[src/hw/rtl/human_readable_size_scaler_core_defines.svh]
// ----------------------------------------------------------------------------
// Size Scaler Assertion Macros
// Shared concurrent assertion forms used by the size scaler RTL.
// ----------------------------------------------------------------------------
`ifndef HUMAN_READABLE_SIZE_SCALER_CORE_DEFINES_SVH
`define HUMAN_READABLE_SIZE_SCALER_CORE_DEFINES_SVH

// The consequent must hold in the same cycle as the antecedent.
`define HRSS_ASSERT_SAME(label, clk, rstn, ante, cons) \
    label: assert property (@(posedge clk) disable iff (!(rstn)) (ante) |-> (cons)) \
        else $error("size scaler check failed in same cycle");

// The consequent must hold in the cycle after the antecedent.
`define HRSS_ASSERT_NEXT(label, clk, rstn, ante, cons) \
    label: assert property (@(posedge clk) disable iff (!(rstn)) (ante) |=> (cons)) \
        else $error("size scaler check failed in next cycle");

`endif

[src/hw/rtl/hrss_pkg.sv]
// ----------------------------------------------------------------------------
// Size Scaler Package
// Constants and controller/datapath interface types for the size scaler.
// ----------------------------------------------------------------------------
`timescale 1ns / 1ps
`default_nettype none

package hrss_pkg;

    localparam int VALUE_W  = 64;
    localparam int WHOLE_W  = 11;
    localparam int HUND_W   = 7;
    localparam int PREFIX_W = 3;
    localparam int REM_W    = 10;
    localparam int DIGIT_W  = 16;
    localparam int PARTIAL_W = REM_W + DIGIT_W;

    localparam logic [WHOLE_W-1:0]  BIN_DIV      = 11'd1024;
    localparam logic [WHOLE_W-1:0]  DEC_DIV      = 11'd1000;
    localparam logic [REM_W-1:0]    BIN_REM_MASK = 10'h3ff;
    localparam logic [6:0]          HUNDRED      = 7'd100;
    localparam logic [HUND_W-1:0]   MAX_HUND     = 7'd99;
    localparam logic [PREFIX_W-1:0] MAX_PREFIX   = 3'd6;

    // ceil(2^36 / 1000): exact quotient for any partial dividend below 1000 * 2^16.
    localparam logic [26:0] DEC_RECIP     = 27'd68719477;
    localparam int          DEC_SHIFT     = 36;
    // floor(x * 205 / 2^11) equals floor(x / 10) for every x below 1000.
    localparam logic [7:0]  TENTH_RECIP   = 8'd205;
    localparam int          TENTH_SHIFT   = 11;

    localparam logic [1:0]  DIGIT_LAST    = 2'd3;

    typedef struct packed {
        logic load;
        logic bin_shift;
        logic dec_start;
        logic dec_mul;
        logic dec_sub;
        logic dec_last;
        logic out_load;
    } hrss_cmd_t;

    typedef struct packed {
        logic more;
        logic binary;
    } hrss_status_t;

endpackage

`default_nettype wire

[src/hw/rtl/hrss_ctrl.sv]
// ----------------------------------------------------------------------------
// Size Scaler Controller
// Sequences the divide steps and owns the handshakes of both channels.
// ----------------------------------------------------------------------------
`timescale 1ns / 1ps
`default_nettype none
`include "human_readable_size_scaler_core_defines.svh"

module hrss_ctrl
    import hrss_pkg::*;
(
    input  wire logic         aclk,
    input  wire logic         aresetn,
    input  wire logic         s_valid,
    output logic              s_ready,
    output logic              m_valid,
    input  wire logic         m_ready,
    input  wire hrss_status_t status,
    output hrss_cmd_t         cmd
);

    typedef enum logic [2:0] {
        S_IDLE,
        S_CHECK,
        S_MUL,
        S_SUB,
        S_DONE
    } state_t;

    state_t     state_reg, state_next;
    logic [1:0] digit_reg, digit_next;
    logic       m_valid_reg, m_valid_next;

    always_comb begin
        state_next   = state_reg;
        digit_next   = digit_reg;
        cmd          = '0;
        case (state_reg)
            S_IDLE: begin
                if (s_valid) begin
                    cmd.load   = 1'b1;
                    state_next = S_CHECK;
                end
            end
            S_CHECK: begin
                if (status.more) begin
                    if (status.binary) begin
                        cmd.bin_shift = 1'b1;
                    end else begin
                        cmd.dec_start = 1'b1;
                        digit_next    = '0;
                        state_next    = S_MUL;
                    end
                end else begin
                    state_next = S_DONE;
                end
            end
            S_MUL: begin
                cmd.dec_mul = 1'b1;
                state_next  = S_SUB;
            end
            S_SUB: begin
                cmd.dec_sub = 1'b1;
                if (digit_reg == DIGIT_LAST) begin
                    cmd.dec_last = 1'b1;
                    state_next   = S_CHECK;
                end else begin
                    digit_next = digit_reg + 2'd1;
                    state_next = S_MUL;
                end
            end
            S_DONE: begin
                if (!m_valid_reg || m_ready) begin
                    cmd.out_load = 1'b1;
                    state_next   = S_IDLE;
                end
            end
            default: begin
                state_next = S_IDLE;
            end
        endcase

        if (cmd.out_load) begin
            m_valid_next = 1'b1;
        end else if (m_ready) begin
            m_valid_next = 1'b0;
        end else begin
            m_valid_next = m_valid_reg;
        end
    end

    always_ff @(posedge aclk) begin
        if (!aresetn) begin
            state_reg   <= S_IDLE;
            digit_reg   <= '0;
            m_valid_reg <= 1'b0;
        end else begin
            state_reg   <= state_next;
            digit_reg   <= digit_next;
            m_valid_reg <= m_valid_next;
        end
    end

    assign s_ready = (state_reg == S_IDLE);
    assign m_valid = m_valid_reg;

    // A result must never overwrite one that has not been taken.
    `HRSS_ASSERT_SAME(a_no_overwrite, aclk, aresetn, cmd.out_load, !m_valid_reg || m_ready)
    // Every multiply step is followed by its subtract step.
    `HRSS_ASSERT_NEXT(a_mul_then_sub, aclk, aresetn, cmd.dec_mul, cmd.dec_sub)
    // A decimal division always begins on the first digit.
    `HRSS_ASSERT_NEXT(a_start_digit, aclk, aresetn, cmd.dec_start, digit_reg == 2'd0)

endmodule

`default_nettype wire

[src/hw/rtl/hrss_datapath.sv]
// ----------------------------------------------------------------------------
// Size Scaler Datapath
// Holds the working value and performs shift or divide-by-1000 steps.
// ----------------------------------------------------------------------------
`timescale 1ns / 1ps
`default_nettype none
`include "human_readable_size_scaler_core_defines.svh"

module hrss_datapath
    import hrss_pkg::*;
(
    input  wire logic                 aclk,
    input  wire logic                 aresetn,
    input  wire logic [VALUE_W-1:0]   s_byte_count,
    input  wire logic                 s_binary_prefix,
    input  wire hrss_cmd_t            cmd,
    output hrss_status_t              status,
    output logic [WHOLE_W-1:0]        m_whole_part,
    output logic [HUND_W-1:0]         m_hundredths,
    output logic [PREFIX_W-1:0]       m_prefix_index
);

    logic [VALUE_W-1:0]   val_reg;
    logic                 binary_reg;
    logic [PREFIX_W-1:0]  idx_reg;
    logic                 divided_reg;
    logic [REM_W-1:0]     rem_reg;
    logic [REM_W-1:0]     prem_reg;
    logic [PARTIAL_W-1:0] x_reg;
    logic [DIGIT_W-1:0]   q_reg;
    logic [WHOLE_W-1:0]   whole_reg;
    logic [HUND_W-1:0]    hund_reg;
    logic [PREFIX_W-1:0]  prefix_reg;

    logic [WHOLE_W-1:0]   divisor;
    logic [PARTIAL_W-1:0] partial;
    logic [52:0]          recip_prod;
    logic [PARTIAL_W-1:0] partial_rem;
    logic [16:0]          bin_hund_prod;
    logic [17:0]          dec_hund_prod;
    logic [HUND_W-1:0]    hund_value;

    assign divisor = binary_reg ? BIN_DIV : DEC_DIV;

    assign status.binary = binary_reg;
    assign status.more   = (val_reg > {{(VALUE_W-WHOLE_W){1'b0}}, divisor})
                           && (idx_reg < MAX_PREFIX);

    // Long division by 1000 takes the dividend 16 bits at a time, top first.
    assign partial     = {prem_reg, val_reg[VALUE_W-1 -: DIGIT_W]};
    assign recip_prod  = 53'(partial) * 53'(DEC_RECIP);
    assign partial_rem = x_reg - (PARTIAL_W'(q_reg) * PARTIAL_W'(DEC_DIV));

    assign bin_hund_prod = 17'(rem_reg) * 17'(HUNDRED);
    assign dec_hund_prod = 18'(rem_reg) * 18'(TENTH_RECIP);

    always_comb begin
        if (!divided_reg) begin
            hund_value = '0;
        end else if (binary_reg) begin
            hund_value = bin_hund_prod[16 -: HUND_W];
        end else begin
            hund_value = dec_hund_prod[TENTH_SHIFT +: HUND_W];
        end
    end

    always_ff @(posedge aclk) begin
        if (!aresetn) begin
            idx_reg     <= '0;
            divided_reg <= 1'b0;
        end else begin
            if (cmd.load) begin
                idx_reg     <= '0;
                divided_reg <= 1'b0;
            end else if (cmd.bin_shift || cmd.dec_last) begin
                idx_reg     <= idx_reg + 3'd1;
                divided_reg <= 1'b1;
            end
        end
    end

    always_ff @(posedge aclk) begin
        if (cmd.load) begin
            val_reg    <= s_byte_count;
            binary_reg <= s_binary_prefix;
        end else if (cmd.bin_shift) begin
            rem_reg <= val_reg[REM_W-1:0] & BIN_REM_MASK;
            val_reg <= {10'b0, val_reg[VALUE_W-1:10]};
        end else if (cmd.dec_start) begin
            prem_reg <= '0;
        end else if (cmd.dec_mul) begin
            x_reg <= partial;
            q_reg <= recip_prod[DEC_SHIFT +: DIGIT_W];
        end else if (cmd.dec_sub) begin
            // The quotient digit shifts in as the dividend digit shifts out.
            val_reg  <= {val_reg[VALUE_W-DIGIT_W-1:0], q_reg};
            prem_reg <= partial_rem[REM_W-1:0];
            if (cmd.dec_last) begin
                rem_reg <= partial_rem[REM_W-1:0];
            end
        end

        if (cmd.out_load) begin
            whole_reg  <= val_reg[WHOLE_W-1:0];
            hund_reg   <= hund_value;
            prefix_reg <= idx_reg;
        end
    end

    assign m_whole_part   = whole_reg;
    assign m_hundredths   = hund_reg;
    assign m_prefix_index = prefix_reg;

    `HRSS_ASSERT_NEXT(a_prem_range, aclk, aresetn, cmd.dec_sub, prem_reg < REM_W'(DEC_DIV))
    `HRSS_ASSERT_SAME(a_idx_range, aclk, aresetn, 1'b1, idx_reg <= MAX_PREFIX)
    `HRSS_ASSERT_NEXT(a_hund_range, aclk, aresetn, cmd.out_load, hund_reg <= MAX_HUND)

endmodule

`default_nettype wire

[src/hw/rtl/human_readable_size_scaler_core.sv]
// ----------------------------------------------------------------------------
// Human Readable Size Scaler Core
// Scales a 64-bit byte count by 1024 or 1000 into whole part, hundredths
// and prefix index.
// ----------------------------------------------------------------------------
// Usage:
// The input channel (s_valid/s_ready) takes one beat carrying a byte count
// and a flag that picks the binary (1024) or decimal (1000) divisor. The
// result channel (m_valid/m_ready) returns exactly one beat per input beat.
// The value is divided while it exceeds the divisor, at most six times.
// A binary step is a 10-bit shift. A decimal step is a long division by
// 1000 over four 16-bit digits, begun by a check step, each digit a
// reciprocal multiply step followed by a remainder step. A new input beat
// is taken only once the previous result has entered the output register.
// The result sits in an output register, so the core accepts and works on
// the next beat while a result waits. If the receiver stalls, the finished
// item waits until the register frees.
// Reset (aresetn low, synchronous) empties the core and drops m_valid.
// ----------------------------------------------------------------------------
`timescale 1ns / 1ps
`default_nettype none

module human_readable_size_scaler_core
    import hrss_pkg::*;
(
    input  wire logic                 aclk,
    input  wire logic                 aresetn,
    input  wire logic                 s_valid,
    output logic                      s_ready,
    input  wire logic [VALUE_W-1:0]   s_byte_count,
    input  wire logic                 s_binary_prefix,
    output logic                      m_valid,
    input  wire logic                 m_ready,
    output logic [WHOLE_W-1:0]        m_whole_part,
    output logic [HUND_W-1:0]         m_hundredths,
    output logic [PREFIX_W-1:0]       m_prefix_index
);

    hrss_cmd_t    cmd;
    hrss_status_t status;

    hrss_ctrl u_ctrl (
        .aclk    (aclk),
        .aresetn (aresetn),
        .s_valid (s_valid),
        .s_ready (s_ready),
        .m_valid (m_valid),
        .m_ready (m_ready),
        .status  (status),
        .cmd     (cmd)
    );

    hrss_datapath u_datapath (
        .aclk            (aclk),
        .aresetn         (aresetn),
        .s_byte_count    (s_byte_count),
        .s_binary_prefix (s_binary_prefix),
        .cmd             (cmd),
        .status          (status),
        .m_whole_part    (m_whole_part),
        .m_hundredths    (m_hundredths),
        .m_prefix_index  (m_prefix_index)
    );

endmodule

`default_nettype wire
[config.mk]
export PLATFORM = sky130hd
export DESIGN_NAME = human_readable_size_scaler_core
export DESIGN_NICKNAME = d
export VERILOG_FILES = /design/src/hw/rtl/hrss_pkg.sv /design/src/hw/rtl/hrss_ctrl.sv /design/src/hw/rtl/hrss_datapath.sv /design/src/hw/rtl/human_readable_size_scaler_core.sv
export VERILOG_INCLUDE_DIRS = /design/src /design/src/hw/rtl
export SDC_FILE = /design/constraint.sdc
export NUM_CORES = 1
export LEC_CHECK = 0
export CAP_MARGIN = 15
export CORE_AREA = 3 3 208 210
export DETAILED_ROUTE_END_ITERATION = 8
export DIE_AREA = 0 0 211 213
export DONT_BUFFER_PORTS = 1
export GPL_TIMING_DRIVEN = 0
export PLACE_DENSITY = 0.67
export SLEW_MARGIN = 40
export SYNTH_ARGS = -nofsm -noshare
export SYNTH_HDL_FRONTEND = slang
export SYNTH_SLANG_ARGS = --single-unit
[constraint.sdc]
create_clock -name aclk -period 5.8 [get_ports aclk]
set_clock_uncertainty 0.15 [all_clocks]
set_input_delay 1.16 -clock aclk [delete_from_list [all_inputs] [get_ports aclk]]
set_output_delay 1.16 -clock aclk [all_outputs]
set_load 0.005 [all_outputs]
**Word level (Yosys, flattened, before mapping)**

Cells that the tools add are included.

- $add $sub $neg: 3
- $mul: 4
- Order comparisons: 2
- Eq/ne operators: 16
- Mux-type cells: 37
- Bitwise logic cells: 4
- Reductions and logical operators: 18

Operator list:

| operator | number |
|---|---|
| $mux W64 | 5 |
| $mux W10 | 7 |
| $gt A64 B11 Y1 | 1 |
| $mul A26 B27 Y52 const B | 1 |
| $mul A10 B8 Y18 const B | 1 |
| $mul A16 B7 Y7 const B | 1 |
| $mul A10 B5 Y15 const B | 1 |
| $pmux W3 S5 | 1 |
| $mux W2 | 7 |
| $mux W3 | 4 |
| $reduce_and A4 Y1 | 3 |
| $mux W11 | 1 |
| $mux W1 | 10 |
| $reduce_bool A2 Y1 | 5 |
| $sub A10 B10 Y10 | 1 |
| $ne A2 B1 Y1 const B | 4 |
| $ne A2 B2 Y1 const B | 4 |
| $mux W7 | 1 |
| $eq A3 B2 Y1 const B | 2 |
| $ne A3 B1 Y1 const B | 2 |
| $reduce_and A3 Y1 | 2 |
| $reduce_and A5 Y1 | 1 |
| $not A1 Y1 | 4 |
| $pmux W2 S2 | 1 |
| 13 further kinds | 14 |

- Bits in registers: 142
- Input port bits: 69
- Output and inout bits: 23
- Word-level logic and storage cells: 98

**Logic depth before layout (Yosys ltp)**

Gate-level depths: netlist of the first run.

- Depth after elaboration: 8
- Mapped depth: 25
- Gate-level depth less buffers: 25

**Hierarchy**

A second synthesis of the first run with hierarchy kept.

- Cell total of the unflattened synthesis: 1,808
- Area total of the unflattened synthesis: 18,956.9 um^2

By module, submodules not included:

| module | times used | cells an instance | area an instance (um^2) | seq. area each (um^2) |
|---|---|---|---|---|
| hrss_datapath | 1 | 1,758 | 18,556.5 | 4,043.9 |
| hrss_ctrl | 1 | 50 | 400.4 | 120.1 |

**Least setup slack after synthesis of the first run**

OpenSTA, ideal clock, no wires.

- Path type: register to register
- From: register u_datapath.val_reg[63]
- To: register u_datapath.q_reg[13], data pin
- Setup time: 180 ps
- Arrival time: 6,115 ps
- Data required time: 5,470 ps
- Path slack: -645 ps
- Cell stages (with the launch flop): 24
- Path buffers: 0
- Clock period less this slack: 6,445 ps
- Cells stage by stage: edfxtp_1 > inv_1 > ha_1 > inv_1 > fa_1 > fa_1 > inv_1 > fa_1 > inv_1 > fa_1 > fa_1 > inv_1 > fa_1 > inv_1 > ha_1 > and4_1 > nand2_1 > nor3_1 > o31a_1 > o21ai_2 > a311oi_4 > a211oi_4 > a2111o_1 > o311ai_1

- Word-level cells in the longest chain between the ends: 1

RTL lines:

| element | RTL line | source |
|---|---|---|
| start, declared | hrss_datapath.sv:23 | `logic [VALUE_W-1:0] val_reg;` |
| start signal, assigned | hrss_datapath.sv:84 | `val_reg <= s_byte_count;` |
| start signal, assigned | hrss_datapath.sv:88 | `val_reg <= {10'b0, val_reg[VALUE_W-1:10]};` |
| start signal, assigned | hrss_datapath.sv:96 | `val_reg <= {val_reg[VALUE_W-DIGIT_W-1:0], q_reg};` |
| $mul A26 B27 Y52 | hrss_datapath.sv:51 | `assign recip_prod = 53'(partial) * 53'(DEC_RECIP);` |
| named net u_datapath.recip_prod[49] | hrss_datapath.sv:37 | `logic [52:0] recip_prod;` |
| end signal, assigned | hrss_datapath.sv:93 | `q_reg <= recip_prod[DEC_SHIFT +: DIGIT_W];` |
| end, declared | hrss_datapath.sv:30 | `logic [DIGIT_W-1:0] q_reg;` |

The timed path passes the listed nets, and every way through them passes these cells.
A chain may end at the register's enable or synchronous reset.

**Worst setup path in the final report of the first run**

- From: register u_datapath.prem_reg[5]
- To: register u_datapath.q_reg[13], data pin

- Word-level cells in the longest chain between the ends: 1

RTL lines:

| element | RTL line | source |
|---|---|---|
| start, declared | hrss_datapath.sv:28 | `logic [REM_W-1:0] prem_reg;` |
| start signal, assigned | hrss_datapath.sv:97 | `prem_reg <= partial_rem[REM_W-1:0];` |
| $mul A26 B27 Y52 | hrss_datapath.sv:51 |  |
| named net u_datapath.recip_prod[49] | hrss_datapath.sv:37 |  |

The timed path passes the listed nets, and every way through them passes these cells.

==> impl_metrics.tcl, run 1 <==
set metrics [dict create \
    start_util_pct 44.62 \
    cts_tree "yes" \
    rows 75 \
    grt_max_degree 36 \
    ys_warn_count 0 \
    finalWorstSetupSlack_ps -1136 \
    antenna-diode-count 0 \
    final-setup-viol-count 16 \
    ff2ff_setup_slack_ps -1140 \
    antenna_found_initial 1 \
    slew_headroom_pct 47.92 \
    period_share_pct 119.6 \
    vias_per_cell 5.246 \
    design_area_mm2 0.02067 \
    finalWorstPathRequiredPeriod_ps 6936 \
    synth_area_mm2 0.01863 \
    hpwlAfterDp_um 40030 \
    hold_violations 0 \
    cts-buffers-inserted 17 \
    slowest_stage "fa_2" \
    synthArstFlopShare_pct 0 \
    clk_path_buf_depth 2 \
    ys_seq_area_share_pct 22.35 \
    drt_pass1_iterations 5 \
    synthTopCellsByArea "fa_1, ha_1, edfxtp_1, inv_1, mux2i_1" \
    root_buffer "clkbuf_16" \
    synth_ff_type "edfxtp_1" \
    drive_above_1_share_pct 8.524 \
    hold_class "reg -> reg" \
    synth-edff-count 132 \
    clkSinkCount 142 \
    synth_fp_nets 2458 \
    core_mm2 0.04176 \
    critPathMaxStageDelay_ps 640 \
    final_cell_mix "inv_1, ha_1, fa_1" \
    wirelength_um 48400 \
    critical_path.most_common_cell "fa_1" \
    vias 12670 \
    largest_reg_flops 64 \
    final_common_cell "inv_1" \
    drt_iter0_drc 1080 \
    io_pins 92 \
    rsz0062_at_grt "true" \
    grt_pass1_wl_um 77910 \
    hold_slack_ps 317.0 \
    gr-usage-all-layers_pct 22.70 \
    violations "negative setup slack" \
    io_buffers 0 \
    synth_top_area_cell "fa_1" \
    drtAntennaViolNets 0 \
    maxCapViolations 0 \
    synth_top_area_share_pct 25.57 \
    clk_pin_slew_ps 60 \
    path_max_fanout 4 \
    path_delay_family "adder cells" \
    synthDistinctLibCells 60 \
    critPathBufInv 2 \
    crit_path_cell_trace "fa_2 > fa_2 > fa_1 > fa_1 > fa_1 > fa_1 > inv_2 > fa_1 > inv_1 > ha_1 > and3_4 > o211ai_1 > nor3_4 > o31a_1 > o21ai_4 > a311oi_4 > a211oi_4 > a2111o_1 > o311ai_4" \
    htreeDepth 4 \
    dieArea_mm2 0.04494 \
    die-width_um 211 \
    die_h_um 213 \
    start_kind "flop" \
    cp-end-kind "flop" \
    cts_hold_buf 0 \
    fmax_mhz 144.2 \
    critical_path_class "reg -> reg" \
    nets 2538 \
    grt_pass1_vias 13830 \
    status "finished with violations" \
    placed_cell_area_mm2 0.01947 \
    drv_slew 0 \
    cp.required_ps 5890 \
    drc 0 \
    wire_per_inst_um 20.03 \
    netlist_instances 1785 \
    clock_latency_ps 420 \
    syn_to_final_growth_pct 10.95 \
    syn_area_per_cell_um2 10.44 \
    ys_ff_latch 142 \
    gp_congestion 0.9206 \
    worst_pin_slew_ps 781.1 \
    critical_path_arrival_ps 7030 \
    grt-ovfl-total 0 \
]
==> cell families after synthesis <==
group           synth area share (%)
compound gates                 6.232
mux                            2.706
simple gates                   6.098
xor+xnor                       2.115
flops                          22.35
fa+ha+maj                      50.15
buf+inv                        10.35
==> Yosys cell counts (all sizes together) (4+ instances only) <==
library cell	n
nor2b	12
o21bai	6
o2111ai	4
xor2	15
a211oi	10
a21o	10
nor2	60
buf	8
or2	4
a21oi	53
clkbuf	21
nor4	11
mux2i	47
o21a	7
nand2	95
nand3	22
and2	5
inv	480
dfxtp	10
fa	238
o21ai	73
ha	366
a31oi	7
nand4	6
nor3	10
edfxtp	132
nand2b	4
and3	6
xnor2	30
==> per-layer routing <==
metal / vias to the layer above / global-route usage, % / part of all wire [%]
met1: 6281 / 29.38 / 42
li1: 5908 / - / -
met3: 86 / 4.041 / 6.5
met5: - / 0 / 0.014
met2: 397 / 39.31 / 49
met4: 2 / 6.582 / 3.0
==> worst reg2reg max path, cell delays in order, from the launching register on <==
cell      delay [ps]
edfxtp_1         510
fa_2             640
fa_2             460
fa_1             470
fa_1             540
fa_1             430
fa_1             500
inv_2             40
fa_1             540
inv_1             50
ha_1             280
and3_4           220
o211ai_1         130
nor3_4           260
o31a_1           310
o21ai_4          130
a311oi_4         410
a211oi_4         130
a2111o_1         420
o311ai_4         100
==> area by class of cell <==
type	instances	area, µm²
plain buffers	29	126.4
clock inverters	9	95.09
well taps	539	674.4
inverters	480	1802
multi-input cells	1134	12850
repair buffers	61	513.0
fillers	3747	21090
clock buffers	22	444.2
flip-flops and latches	142	4164
==> what timing repair did <==
item,4_1_cts,5_1_grt
pin swaps,18,21
setup endpoints to repair,16,16
resized for setup,26,21
setup buffers,49,8
endpoints found under the hold margin,0,0
==> worst paths after layout <==
| path | startpoint | to | cells after the start |
|---|---|---|---|
| hold reg to reg | u_ctrl.digit_reg[1] | u_ctrl.digit_reg[1] | 2 |
| setup reg to reg | u_datapath.prem_reg[5] | u_datapath.q_reg[13] | 19 |
| hold / removal | u_ctrl.digit_reg[1] | u_ctrl.digit_reg[1] | 2 |
| setup / recovery | u_datapath.prem_reg[5] | u_datapath.q_reg[13] | 19 |
==> metrics by stage <==
stage | TNS (ps) | std cells | setup WS, ps | utilization [%]
finish | -14490 | 2416 | -1136 | 49.50
global route | -17360 | 2416 | -1320 | 49.50
CTS | -13600 | 2408 | -1134 | 49.14
detailed placement | -23890 | 2328 | -1862 | 46.62
global placement | -64570 | 2324 | -1879 | 46.44
floorplan | -2752 | 1785 | -429.2 | -
Power of run 1 is not shown: default switching activity piles up to over one toggle a cycle in this logic, so the estimate is an artifact.
==> run 2, diff against run 1 <==
- CTS_BUF_LIST: unset -> sky130_fd_sc_hd__clkbuf_16
==> run 2 against run 1 <==
  * Fmax hardly changed
  * Clock-buffer cell count fell by 5
  * Critical endpoint unchanged
  * Critical path depth unchanged
  * The run still ends with negative setup slack left
  * Core utilization unchanged
  * Routed wire length about the same
==> impl_metrics.tcl, run 2 (same netlist as run 1, synthesis figures left out) <==
set metrics [dict create \
    final-setup-viol-count 16 \
    drv_slew 0 \
    placed_cell_area_mm2 0.01947 \
    cts_tree "yes" \
    r2r_cells 19 \
    worst_pin_slew_ps 772.1 \
    drtAntennaViolNets 0 \
    period_share_pct 119.6 \
    hpwlAfterDp_um 40030 \
    grt_pass1_wl_um 77910 \
    hold_path_depth 2 \
    grt_pass1_vias 13820 \
    die-width_um 211 \
    hold_slack_ps 317.0 \
    rows 75 \
    start_util_pct 44.62 \
    r2r-start "u_datapath.prem_reg[5]" \
    clock_latency_ps 420 \
    whs_endpoint "u_ctrl.digit_reg[1]" \
    min_from "u_ctrl.digit_reg[1]" \
    drc 0 \
    clkSinkCount 142 \
    finalWorstPathRequiredPeriod_ps 6934 \
    vias_per_cell 5.240 \
    drt_pass1_iterations 5 \
    largest_reg_flops 64 \
    core_mm2 0.04176 \
    root_buffer "clkbuf_16" \
    clk_path_buf_depth 2 \
    nets 2538 \
    io_pins 92 \
    antenna_found_initial 1 \
    drt_iter0_drc 1145 \
    vias 12660 \
    fmax_mhz 144.2 \
    fill_cells 3747 \
    maxCapViolations 0 \
    start_kind "flop" \
    final_common_cell "inv_1" \
    finalWorstSetupSlack_ps -1134 \
    setup_tns_ps -14470 \
    gr-usage-all-layers_pct 22.70 \
    die_h_um 213 \
    cts_hold_buf 0 \
    hold_class "reg -> reg" \
    drive_above_1_share_pct 8.524 \
    wirelength_um 48360 \
    antenna-diode-count 0 \
    multi_input_area_mm2 0.01285 \
    ff2ff_setup_slack_ps -1130 \
    htreeDepth 4 \
    slew_headroom_pct 48.52 \
    seq_area_mm2 0.004164 \
    status "finished with violations" \
    gp_congestion 0.9206 \
    rsz0062_at_grt "true" \
    critical_path_class "reg -> reg" \
    clk_pin_slew_ps 60 \
    critical_path_arrival_ps 7020 \
    post-place-ws_ps -1862 \
    regToRegEndpoint "u_datapath.q_reg[13]" \
    io_buffers 0 \
    grt-ovfl-total 0 \
    design_area_mm2 0.02067 \
    path_max_fanout 4 \
    dieArea_mm2 0.04494 \
    violations "negative setup slack" \
    cp-end-kind "flop" \
    final_cell_mix "inv_1, ha_1, fa_1" \
    syn_to_final_growth_pct 10.95 \
    grt_max_degree 36 \
    hold_violations 0 \
    cts-buffers-inserted 17 \
    cp.required_ps 5890 \
    wire_per_inst_um 20.01 \
]
## run 2: cell types whose count changed in the layout (fill, tap and decap cells not counted), sizes merged
cell,change
clkbuf,-5
inv,+5
## run 2: critical path, cell delays in order (launching register included)
cell and delay [ps]:
edfxtp_1 510, fa_2 640, fa_2 460, fa_1 470
fa_1 540, fa_1 430, fa_1 500, inv_2 40
fa_1 540, inv_1 50, ha_1 280, and3_4 220
o211ai_1 130, nor3_4 260, o31a_1 310, o21ai_4 130
a311oi_4 410, a211oi_4 130, a2111o_1 420, o311ai_4 100
## run 2: final cells by class
class | instances | share of cell area [%]
tap | 539 | 3.262
sequential | 142 | 20.14
inverter | 480 | 8.716
clock inverter | 14 | 0.5508
multi-input combinational | 1134 | 62.18
clock buffer | 17 | 2.058
buffer | 29 | 0.6113
timing repair buffer | 61 | 2.482
## run 2: metal layers
layer,GRT usage (%),vias to the layer above,wire length (µm)
met5,0,-,7
met2,39.29,393,23740
met1,29.39,6278,20000
met4,6.582,2,1424
met3,4.041,86,3180
li1,-,5902,-
## run 2: metrics by stage
stage | util, % | instances
detailed placement | 46.62 | 2328
CTS | 49.14 | 2408
finish | 49.50 | 2416
global placement | 46.44 | 2324
floorplan | - | 1785
global route | 49.50 | 2416
## run 2: worst max path at each step
stage          slack (ps)                   start  cells past startpoint                    to
6_report            -1130  u_datapath.prem_reg[5]                     19  u_datapath.q_reg[13]
2_1_floorplan        -430  u_datapath.val_reg[62]                     19  u_datapath.q_reg[13]
3_3_place_gp        -1880  u_datapath.val_reg[60]                     22  u_datapath.q_reg[13]
4_1_cts             -1130  u_datapath.prem_reg[4]                     20  u_datapath.q_reg[13]
5_1_grt             -1320  u_datapath.prem_reg[5]                     19  u_datapath.q_reg[13]
3_5_place_dp        -1860  u_datapath.val_reg[60]                     22  u_datapath.q_reg[13]
## run 2: what timing repair did
action | in CTS | in global routing
endpoints found under the setup margin | 16 | 16
resized for setup | 26 | 21
setup buffers | 49 | 8
pin swaps | 18 | 21
Power of run 2 is left out for the same reason.
==> run 3, diff against run 2 <==
- PLACE_DENSITY: 0.67 -> unset
==> run 3 against run 2 <==
  * The run still ends with negative setup slack left
  * Routed wire length fell by 0.46%
  * Flip-flop and latch count did not move
  * Hold slack got worse by 1.6 ps
  * Via count rose by 0.24%
  * Non-clock buffer count rose by 7
  * Fmax rose by 0.22%
  * Register-to-register slack improved by 20 ps
  * Core utilization rose by 0.35 points
  * Sequential share of layout area fell by 0.14 points
  * Cell count rose by 0.29%
==> impl_metrics.tcl, run 3 (same netlist as run 1, synthesis figures left out) <==
set metrics [dict create \
    period_share_pct 119.3 \
    grt-ovfl-total 0 \
    maxCapViolations 0 \
    critical_path_arrival_ps 7000 \
    dp.cells 2330 \
    fmax_mhz 144.5 \
    post-place-ws_ps -1921 \
    rows 75 \
    largest_reg_flops 64 \
    htreeDepth 4 \
    cts-buffers-inserted 17 \
    cp.required_ps 5880 \
    worst_pin_slew_ps 779.9 \
    drtAntennaViolNets 0 \
    die-width_um 211 \
    antenna_found_initial 0 \
    nets 2545 \
    drt_pass1_iterations 5 \
    design_area_mm2 0.02082 \
    clk_path_buf_depth 2 \
    wirelength_um 48130 \
    drc 0 \
    die_h_um 213 \
    final_common_cell "inv_1" \
    finalNonFillerCells 2423 \
    drive_above_1_share_pct 9.873 \
    grt_pass1_vias 13590 \
    cts_tree "yes" \
    grt_max_degree 35 \
    cp-end-kind "flop" \
    root_buffer "clkbuf_16" \
    critPathMaxStageDelay_ps 540 \
    violations "negative setup slack" \
    status "finished with violations" \
    path_delay_family "adder cells" \
    hpwlAfterDp_um 39570 \
    critPathBufInv 7 \
    rsz0062_at_grt "true" \
    slew_headroom_pct 48.00 \
    core_mm2 0.04176 \
    final-setup-viol-count 16 \
    clock_latency_ps 430 \
    wire_per_inst_um 19.86 \
    hold_class "reg -> reg" \
    critical_path_class "reg -> reg" \
    dieArea_mm2 0.04494 \
    placed_cell_area_mm2 0.01948 \
    finalWorstPathRequiredPeriod_ps 6919 \
    path_max_fanout 5 \
    finalWorstSetupSlack_ps -1119 \
    gr-usage-all-layers_pct 22.53 \
    antenna-diode-count 0 \
    gp_congestion 0.8824 \
    vias 12690 \
    final_util_pct 49.85 \
    start_kind "flop" \
    final_cell_mix "inv_1, ha_1, fa_1" \
    syn_to_final_growth_pct 11.73 \
    clk_pin_slew_ps 60 \
    clkSinkCount 142 \
    io_pins 92 \
    io_buffers 0 \
    vias_per_cell 5.238 \
    hold_violations 0 \
    drv_slew 0 \
    grt_pass1_wl_um 77200 \
    start_util_pct 44.62 \
    drt_iter0_drc 801 \
    slowest_stage "fa_1" \
    critical_path.most_common_cell "fa_1" \
    crit_path_cell_trace "buf_6 > buf_4 > fa_1 > inv_1 > fa_1 > fa_1 > inv_1 > ha_2 > fa_1 > fa_1 > inv_1 > fa_1 > inv_1 > ha_4 > o21a_1 > o211ai_1 > nor3_4 > o31a_1 > buf_6 > o21ai_4 > a311oi_4 > a211oi_4 > a2111o_1 > o311ai_2" \
]
[run 3: changes by cell type in the layout (fill, tap and decap cells not counted), moves of 2 or more]
cell        previous run  this run
inv_6                  0         2
fa_2                   7        12
inv_1                474       465
fa_1                 231       226
ha_1                 349       347
clkinvlp_4             0         2
buf_4                 54        61
clkinv_1               3         1
inv_2                 11        15
ha_4                  11        14
clkinv_4               1         3
[run 3: timing repair]
item | CTS | global route
pin swaps | 27 | 20
setup endpoints to repair | 16 | 16
resized for setup | 41 | 20
hold buffers | 0 | 0
buffers inserted | 55 | 7
[run 3: final timing paths]
| kind | from | endpoint | slack (ps) | cells after the start |
|---|---|---|---|---|
| hold reg to reg | u_ctrl.digit_reg[1] | u_ctrl.digit_reg[1] | 320 | 2 |
| setup / recovery | u_datapath.val_reg[57] | u_datapath.q_reg[13] | -1120 | 24 |
| hold / removal | u_ctrl.digit_reg[1] | u_ctrl.digit_reg[1] | 320 | 2 |
| setup reg to reg | u_datapath.val_reg[57] | u_datapath.q_reg[13] | -1120 | 24 |
[run 3: area by class of cell]
type / count / area, µm²
well taps: 539 / 674.4
flip-flops and latches: 142 / 4164
repair buffers: 68 / 559.3
plain buffers: 29 / 126.4
multi-input cells: 1134 / 12900
clock inverters: 14 / 167.7
fillers: 3796 / 20940
inverters: 480 / 1802
clock buffers: 17 / 425.4
[run 3: routing by layer]
layer / vias to the layer above / wire (µm) / global-route usage [%] / part of all wire, %
li1: 5912 / - / - / -
met1: 6345 / 20660 / 29.68 / 43
met2: 369 / 23900 / 40.02 / 50
met3: 66 / 2582 / 3.086 / 5.4
met4: 0 / 998 / 4.619 / 2.1
met5: - / 0 / 0 / 0
[run 3: stage by stage]
step                hold slack (ps)  setup TNS (ps)
floorplan                     284.4           -2752
CTS                           318.0          -12400
global placement              292.5          -71770
global route                  348.7          -15550
detailed placement            310.8          -25040
finish                        315.4          -12910
[run 3: tightest hold or removal path, delay by kind of cell (launching register included)]
family,cells,cell delay (ps)
flops,1,310
compound gates,1,50
simple gates,1,60
Power of run 3 is left out for the same reason.
